**src/rtl/sli_pkg.sv**
```systemverilog
package sli_pkg;

	// table geometry
	localparam int CAPACITY = 16;
	localparam int CNT_W    = $clog2(CAPACITY + 1);
	localparam int IDX_W    = $clog2(CAPACITY);

	// request and result field widths
	localparam int VAL_W  = 32;
	localparam int RANK_W = 8;
	localparam int STAT_W = 2;
	localparam int CMP_W  = (RANK_W > CNT_W) ? RANK_W : CNT_W;

	// operation codes
	localparam logic OP_INSERT = 1'b0;
	localparam logic OP_REMOVE = 1'b1;

	// status codes
	localparam logic [STAT_W-1:0] STAT_DONE  = 2'd0;
	localparam logic [STAT_W-1:0] STAT_RANGE = 2'd1;
	localparam logic [STAT_W-1:0] STAT_FULL  = 2'd2;

	// controller states
	typedef enum logic [1:0] {
		ST_IDLE,
		ST_EXEC,
		ST_RESP
	} state_t;

	// controller to datapath commands
	typedef struct packed {
		logic load_req;
		logic exec;
	} cmd_t;

endpackage

```
**src/rtl/sli_ctrl.sv**
```systemverilog
module sli_ctrl (
	input  logic          clk,
	input  logic          arst_n,
	input  logic          in_valid,
	output logic          in_stall,
	output logic          out_valid,
	input  logic          out_stall,
	output sli_pkg::cmd_t cmd
);
	import sli_pkg::*;

	state_t state_q, state_d;

	// state register
	always_ff @(posedge clk or negedge arst_n) begin
		if (!arst_n) begin
			state_q <= ST_IDLE;
		end else begin
			state_q <= state_d;
		end
	end

	// next state
	always_comb begin
		state_d = state_q;
		unique case (state_q)
			ST_IDLE: begin
				if (in_valid) state_d = ST_EXEC;
			end
			ST_EXEC: begin
				state_d = ST_RESP;
			end
			ST_RESP: begin
				if (!out_stall) state_d = ST_IDLE;
			end
			default: begin
				state_d = ST_IDLE;
			end
		endcase
	end

	// outputs
	always_comb begin
		in_stall     = 1'b1;
		out_valid    = 1'b0;
		cmd.load_req = 1'b0;
		cmd.exec     = 1'b0;
		unique case (state_q)
			ST_IDLE: begin
				in_stall     = 1'b0;
				cmd.load_req = in_valid;
			end
			ST_EXEC: begin
				cmd.exec = 1'b1;
			end
			ST_RESP: begin
				out_valid = 1'b1;
			end
			default: begin
				in_stall = 1'b1;
			end
		endcase
	end

endmodule

```
**src/rtl/sli_datapath.sv**
```systemverilog
module sli_datapath (
	input  logic                                clk,
	input  logic                                arst_n,
	input  sli_pkg::cmd_t                       cmd,
	input  logic                                operation,
	input  logic signed [sli_pkg::VAL_W-1:0]    value,
	input  logic        [sli_pkg::RANK_W-1:0]   rank,
	output logic        [sli_pkg::STAT_W-1:0]   status,
	output logic        [sli_pkg::CNT_W-1:0]    count
);
	import sli_pkg::*;

	logic                    op_q;
	logic signed [VAL_W-1:0] value_q;
	logic [RANK_W-1:0]       rank_q;
	logic [CNT_W-1:0]        count_q;
	logic [STAT_W-1:0]       status_q;
	logic signed [VAL_W-1:0] tbl_q [CAPACITY];

	logic [CAPACITY-1:0]     lt;
	logic signed [VAL_W-1:0] ins_d [CAPACITY];
	logic signed [VAL_W-1:0] rem_d [CAPACITY];
	logic                    full;
	logic                    out_of_range;

	// request capture
	always_ff @(posedge clk) begin
		if (cmd.load_req) begin
			op_q    <= operation;
			value_q <= value;
			rank_q  <= rank;
		end
	end

	// per-entry compare: valid entries smaller than the new value form a prefix
	always_comb begin
		for (int i = 0; i < CAPACITY; i++) begin
			lt[i] = (CNT_W'(i) < count_q) && (tbl_q[i] < value_q);
		end
	end

	// shifted tables for insert and remove
	always_comb begin
		for (int i = 0; i < CAPACITY; i++) begin
			if (lt[i]) begin
				ins_d[i] = tbl_q[i];
			end else if (i == 0) begin
				ins_d[i] = value_q;
			end else if (lt[(i > 0) ? i - 1 : 0]) begin
				ins_d[i] = value_q;
			end else begin
				ins_d[i] = tbl_q[(i > 0) ? i - 1 : 0];
			end
			if (i < CAPACITY - 1 && RANK_W'(i) >= rank_q) begin
				rem_d[i] = tbl_q[(i < CAPACITY - 1) ? i + 1 : i];
			end else begin
				rem_d[i] = tbl_q[i];
			end
		end
	end

	assign full         = (count_q == CNT_W'(CAPACITY));
	assign out_of_range = (CMP_W'(rank_q) >= CMP_W'(count_q));

	// table update
	always_ff @(posedge clk) begin
		if (cmd.exec) begin
			if (op_q == OP_INSERT && !full) begin
				for (int i = 0; i < CAPACITY; i++) tbl_q[i] <= ins_d[i];
			end else if (op_q == OP_REMOVE && !out_of_range) begin
				for (int i = 0; i < CAPACITY; i++) tbl_q[i] <= rem_d[i];
			end
		end
	end

	// count and status
	always_ff @(posedge clk or negedge arst_n) begin
		if (!arst_n) begin
			count_q  <= '0;
			status_q <= STAT_DONE;
		end else if (cmd.exec) begin
			if (op_q == OP_INSERT) begin
				if (full) begin
					status_q <= STAT_FULL;
				end else begin
					status_q <= STAT_DONE;
					count_q  <= count_q + CNT_W'(1);
				end
			end else begin
				if (out_of_range) begin
					status_q <= STAT_RANGE;
				end else begin
					status_q <= STAT_DONE;
					count_q  <= count_q - CNT_W'(1);
				end
			end
		end
	end

	assign status = status_q;
	assign count  = count_q;

endmodule

```
**src/rtl/sorted_list_insert_remove.sv**
```systemverilog
// Sorted store of signed 32-bit values with insert and remove by rank.
// Input channel: in_valid / in_stall carry one request (operation, value,
// rank). Operation insert places value before the first stored value that
// is not smaller; operation remove deletes the entry at rank.
// Output channel: out_valid / out_stall carry one result per request:
// status (done, rank out of range, store full) and the entry count after
// the request.
// A request is captured when accepted in idle; the table and count update in
// the execute state and the result is then held. The controller takes one
// request at a time (capture, compare and shift, result hold), and the whole
// table shifts at once in the execute state.
// A stalled result holds status and count and keeps in_stall high until
// it is taken.
// Reset clears the entry count and returns the controller to idle; the
// table itself is not cleared, since only entries below the count are
// ever read.
module sorted_list_insert_remove (
	input  logic                                clk,
	input  logic                                arst_n,
	input  logic                                in_valid,
	output logic                                in_stall,
	input  logic                                operation,
	input  logic signed [sli_pkg::VAL_W-1:0]    value,
	input  logic        [sli_pkg::RANK_W-1:0]   rank,
	output logic                                out_valid,
	input  logic                                out_stall,
	output logic        [sli_pkg::STAT_W-1:0]   status,
	output logic        [sli_pkg::CNT_W-1:0]    count
);
	import sli_pkg::*;

	cmd_t cmd;

	// control
	sli_ctrl u_ctrl (
		.clk       (clk),
		.arst_n    (arst_n),
		.in_valid  (in_valid),
		.in_stall  (in_stall),
		.out_valid (out_valid),
		.out_stall (out_stall),
		.cmd       (cmd)
	);

	// table and counters
	sli_datapath u_dp (
		.clk       (clk),
		.arst_n    (arst_n),
		.cmd       (cmd),
		.operation (operation),
		.value     (value),
		.rank      (rank),
		.status    (status),
		.count     (count)
	);

	// one request in flight: no request taken while a result is pending
	a_one_in_flight: assert property (@(posedge clk) disable iff (!arst_n)
		out_valid |-> in_stall)
		else $error("request accepted while result pending");

	// count never exceeds capacity
	a_count_bound: assert property (@(posedge clk) disable iff (!arst_n)
		out_valid |-> (count <= CNT_W'(CAPACITY)))
		else $error("count beyond capacity");

	// full status only with a full table
	a_full_status: assert property (@(posedge clk) disable iff (!arst_n)
		(out_valid && status == STAT_FULL) |-> (count == CNT_W'(CAPACITY)))
		else $error("full status with room left");

	// a taken result is not repeated
	a_no_repeat: assert property (@(posedge clk) disable iff (!arst_n)
		(out_valid && !out_stall) |=> !out_valid)
		else $error("result repeated");

endmodule

```
**config.mk**
```make
export PLATFORM = sky130hd
export DESIGN_NAME = sorted_list_insert_remove
export DESIGN_NICKNAME = d
export VERILOG_FILES = /design/src/rtl/sli_pkg.sv /design/src/rtl/sli_ctrl.sv /design/src/rtl/sli_datapath.sv /design/src/rtl/sorted_list_insert_remove.sv
export SDC_FILE = /design/constraint.sdc
export NUM_CORES = 1
export LEC_CHECK = 0
export ABC_AREA = 0
export BUFFER_PORTS_ARGS = -buffer_cell sky130_fd_sc_hd__buf_2
export CAP_MARGIN = 10
export CELL_PAD_IN_SITES_DETAIL_PLACEMENT = 0
export CELL_PAD_IN_SITES_GLOBAL_PLACEMENT = 1
export CORE_MARGIN = 10
export CORE_UTILIZATION = 32
export DETAILED_ROUTE_END_ITERATION = 6
export PLACE_DENSITY_LB_ADDON = 0.1
export SLEW_MARGIN = 25
export SYNTH_ARGS = -nofsm -noshare
export SYNTH_HDL_FRONTEND = slang
export SYNTH_HIERARCHICAL = 1
export SYNTH_SLANG_ARGS = --single-unit
```
**constraint.sdc**
```tcl
create_clock -name clk -period 2.4 [get_ports clk]
set_clock_uncertainty 0.15 [all_clocks]
set_input_delay 0 -clock clk [delete_from_list [all_inputs] [get_ports clk]]
set_output_delay 0 -clock clk [all_outputs]
set_load 0.05 [all_outputs]
```
# [Yosys cells after proc, flatten, opt, wreduce, memory -nomap -nowiden]
# Cells that the tools add are included.
[totals] latch_bits=0 ramBits=0 output_inout_bits=9 mem_count=0 regBits=18 elab_cells=31 rom_bits=0
[op_classes] shifts=0 bitwise=0 mul=0 magnitude_cmp=1 add_sub_neg=2 div=0 n_mux=13 eq_ne=7 reduce_logical=3
[op_table] op="5-bit two-way mux" n=3
[op_table] op="8-bit by 5-bit >= comparator with 1-bit output" n=1
[op_table] op="2-bit two-way mux" n=4
[op_table] op="2-bit != test, second input constant" n=3
[op_table] op="2-bit case mux with 3 select lines" n=1
[op_table] op="5-bit by 1-bit adder with 5-bit output, second input constant" n=1
[op_table] op="5-bit equality test, second input constant" n=1
[op_table] op="1-bit two-way mux" n=5
[op_table] op="5-bit by 1-bit subtractor with 5-bit output, second input constant" n=1
[op_table] op="3-bit AND reduction" n=1
[op_table] op="2-bit by 1-bit equality test with 1-bit output, second input constant" n=1
[op_table] op="2-bit equality test, second input constant" n=1
[op_table] op="2-bit zero test" n=1
[op_table] op="2-bit by 1-bit != test with 1-bit output, second input constant" n=1
[op_table] op="2-bit AND reduction" n=1

# [Logic depth before layout (Yosys ltp)]
[depth] depth_word=3 depth_mapped=7 mapped_depth_nobuf=7

# [Hierarchy]
# The synthesis kept the hierarchy.
[by_module_without_submodules] mod="sli_datapath" area_per_inst_um2=872.1 instances=1 seq_area_each_um2=445.4 cells_each=68
[by_module_without_submodules] mod="sli_ctrl" area_per_inst_um2=95.1 instances=1 seq_area_each_um2=50.0 cells_each=10

# [Worst setup path before layout]
# Ideal clock, no wire load.
[synth_path] path_kind="register to register" startpoint="register u_dp.count_q[0], in the netlist u_dp/count[0]" endpoint="register u_dp.count_q[4], in the netlist u_dp/count[4]" required_time_ps=2151 setup_slack_ps=-32 setup_time_ps=99 path_buffers=0 arrival_ps=2183 stages_incl_launch_ff=8 period_less_slack_ps=2432 cell_sequence="dfrtp_1 inv_1 fa_1 or2b_2 o2bb2ai_1 mux2i_1 o22ai_1 a311oi_1"
[synth_between] elab_chain_cells=3 elab_cells_between_ends=10 classes_between="add/sub: 2; order compare: 1; eq/ne: 3; mux: 3; reduce/logical: 1"
[synth_lines] element="from (decl)" line_no="sli_datapath.sv:16" text="logic [CNT_W-1:0] count_q;"
[synth_lines] element="from (signal assigned)" line_no="sli_datapath.sv:87" text="count_q <= count_q + CNT_W'(1);"
[synth_lines] element="from (signal assigned)" line_no="sli_datapath.sv:94" text="count_q <= count_q - CNT_W'(1);"
[synth_lines] element="8-bit by 5-bit >= comparator with 1-bit output, or another cell as far along" line_no="sli_datapath.sv:63" text="assign out_of_range = (CMP_W'(rank_q) >= CMP_W'(count_q));"
[synth_lines] element="2-bit != test (no line), or another cell as far along"
[synth_lines] element="3-bit AND reduction (no line) or 5-bit two-way mux (tied branches)"
# Several ways; a longest one is shown, not always the timed one. The select of a mux whose other input is x is not followed.
# A chain may end at the register's enable or synchronous reset.

# [Final worst setup path]
# Ends and elaborated chain as after synthesis.

==> results.yml <==
placed_design:
  gp_congestion: 0.7144
  dpl_worst_slack_ns: 0.2181
  portBuffers: 21
  dp_hpwl_um: 1449
die:
  io_pins: 54
  dieHeight_um: 74.98
  core_area_um2: 2829
  die_area_um2: 5621
  die_x_um: 74.98
  initial_utilization: 0.3419
  rows: 19
final_layout:
  multi_input_area_um2: 426.7
  drive_above_1_share: 0.2881
  syn2layout_area_growth_pct: 32.73
  seqCellArea_um2: 496.7
  diodes: 0
  nNetsFinal: 173
  fill_cells: 269
clock_tree:
  cts-root-buf: "clkbuf_4"
  post-cts-setup-buffers: 0
  htree_levels: 1
  cts_buffers: 3
  ctsHoldBuffers: 13
  clock_sink_count: 18
  post_cts_resized: 0
  clock_path_buffers: 2
  clk_transition_reported_paths_ns: 0.11
  clk_latency_ns: 0.29
  cts_tree: "built"
worst_setup_path:
  crit_chain: "inv_1 -> fa_1 -> or2b_2 -> o2bb2ai_1 -> mux2i_1 -> o22ai_1 -> a311oi_1"
  path_buf_inv: 1
  cp_slowest_cell: "fa_1"
  crit_fanout: 5
  crit_path_end_kind: "flip-flop"
  critical_path_class: "flip-flop to flip-flop"
  path_delay_family: "compound AO/OA/AOI/OAI gates"
  arrival_ns: 2.22
  slowest_delay_ns: 0.46
  cp-start-kind: "flip-flop"
  required_ns: 2.44
routing:
  ant_nets: 0
  detail_route.wirelength_um: 1851
  drt_iter0_drc: 48
  wl_per_cell_um: 12.42
  viasPerCell: 4.510
  remaining_drc_errors: 0
  vias: 672
  dr.pass1.iters: 2
synthesis:
  syn_avg_cell_area_um2: 12.40
  yosysMostFrequentCell: "inv_1"
  yosysUniqueCellTypes: 30
  synth_nets: 132
  synth.top_cell.area_share: 0.2794
  synthTopCellsByArea: "edfxtp_1, dfrtp_1, ha_1"
  yosys.area.top_type: "edfxtp_1"
  async_flop_share: 0.5000
  ys_dominant_reg_cell: "edfxtp_1"
  synth_common_cells: "inv_1, dfrtp_1, edfxtp_1"
  ys_ff_latch: 18
  synthCells: 78
  syn_area_um2: 967.2
  synth_warnings: 6
  synth_edf_count: 9
  yosysSeqAreaShare: 0.5123
global_routing:
  grt_pass1_wl_um: 3160
  globalRoute.busiestLayer: "met2"
  grt_antenna_before_repair: 0
  grt_pass1_vias: 713
  grtUsageMet2: 0.1171
  grt_use_met1: 0.08410
  gr-total-overflow: 0
  grt_max_degree: 11
  met3_usage: 0.02497
  grt_use_total: 0.07125
pwr:
  powerDensity_nw_per_um2: 1211
  ir_drop_v: 0.0004612
  leakage_nw: 0.5796
timing:
  period_share: 0.9099
  slew_viol_final: 0
  setup_viol_count_final: 0
  clock.fmax_mhz: 457.9
  fin_setup_tns_ns: 0
  relSlewSlack: 0.6942
  hold_violations: 0
  finalWorstSetupSlack_ns: 0.2163
  fin_crit_ns: 2.184
  worstMarginPinSlew_ns: 0.4572
  rsz0062_at_grt: "false"
min_path:
  hp-class: "primary input to flip-flop"
outcome:
  run_status: "finished clean"
job:
  max-cap-violations: 0
## flip-flops by register name (all words and copies together) (netlist names)
register        cells
u_dp/count          5
u_dp/rank_q         8
u_ctrl/state_q      2
u_dp/op_q           1
u_dp/status         2
## metrics by stage
step	hold WS [ns]	util	instance area, um^2	power (W)	std cells
after floorplan	-0.4456	-	968.4	0.001206	78
after global placement	-0.2768	0.3985	1127	0.001388	132
after detailed placement	-0.2752	0.3985	1127	0.001403	132
after CTS	0.2458	0.4538	1284	0.001581	149
after global routing	0.2575	0.4538	1284	0.001677	149
final	0.2542	0.4538	1284	0.001555	149
## final timing paths
kind	end	slack, ns	cells after the start	from
worst max register to register	u_dp/count[4]	0.22	7	u_dp/count[0]
max in group asynchronous	u_dp/count[0]	1.21	3	arst_n
worst min-delay path	u_dp/rank_q[2]	0.25	2	rank[2]
worst max-delay path	u_dp/count[4]	0.22	7	u_dp/count[0]
min in group asynchronous	u_dp/count[3]	0.55	3	arst_n
worst min register to register	u_dp/status[0]	0.38	2	u_dp/status[0]
## area by class of cell
type / instances / share of cell area
inverter: 10 / 0.02924
tap: 31 / 0.03021
multi-input combinational: 49 / 0.3324
timing repair buffer: 37 / 0.2008
sequential: 18 / 0.3869
clock buffer: 4 / 0.02047
## cell usage in the layout (no fill, tap or decap), drive strengths merged
cell type / instances
nor2: 4
xnor2: 1
fa: 1
inv: 10
dfrtp: 9
edfxtp: 9
xor2: 2
o21ai: 4
dlygate4sd3: 13
or2: 1
ha: 8
nor4: 2
o2bb2ai: 1
o211ai: 1
a21oi: 3
buf: 24
a311oi: 1
or2b: 1
and2b: 1
nand3: 3
o22ai: 1
a21o: 2
o21a: 1
nand2: 3
nor2b: 2
mux2i: 4
clkbuf: 4
a2111oi: 1
nand2b: 1
## routing by layer
metal	wire (um)	up-vias
met5	0	-
met4	12	0
met3	127	2
met2	846	15
met1	865	299
li1	-	356
## cell families (layout without fill, tap and decap cells)
group	Yosys count	in the layout	share of synthesized area
adder cells (fa/ha/maj)	9	9	0.1242
XOR/XNOR	3	3	0.02717
AND/OR/NAND/NOR	18	18	0.1125
flip-flops	18	18	0.5123
buffers and inverters	11	51	0.04658
AO/OA/AOI/OAI	15	15	0.1358
multiplexers	4	4	0.04140
## power by group
part           switching (W)  internal (W)  leakage, nW
Clock              0.0000909     0.0000645       0.0150
Sequential         0.0000819      0.000430        0.197
Combinational       0.000559      0.000328        0.368
Total               0.000732      0.000823        0.580
Power figures use the tool's default switching activity.
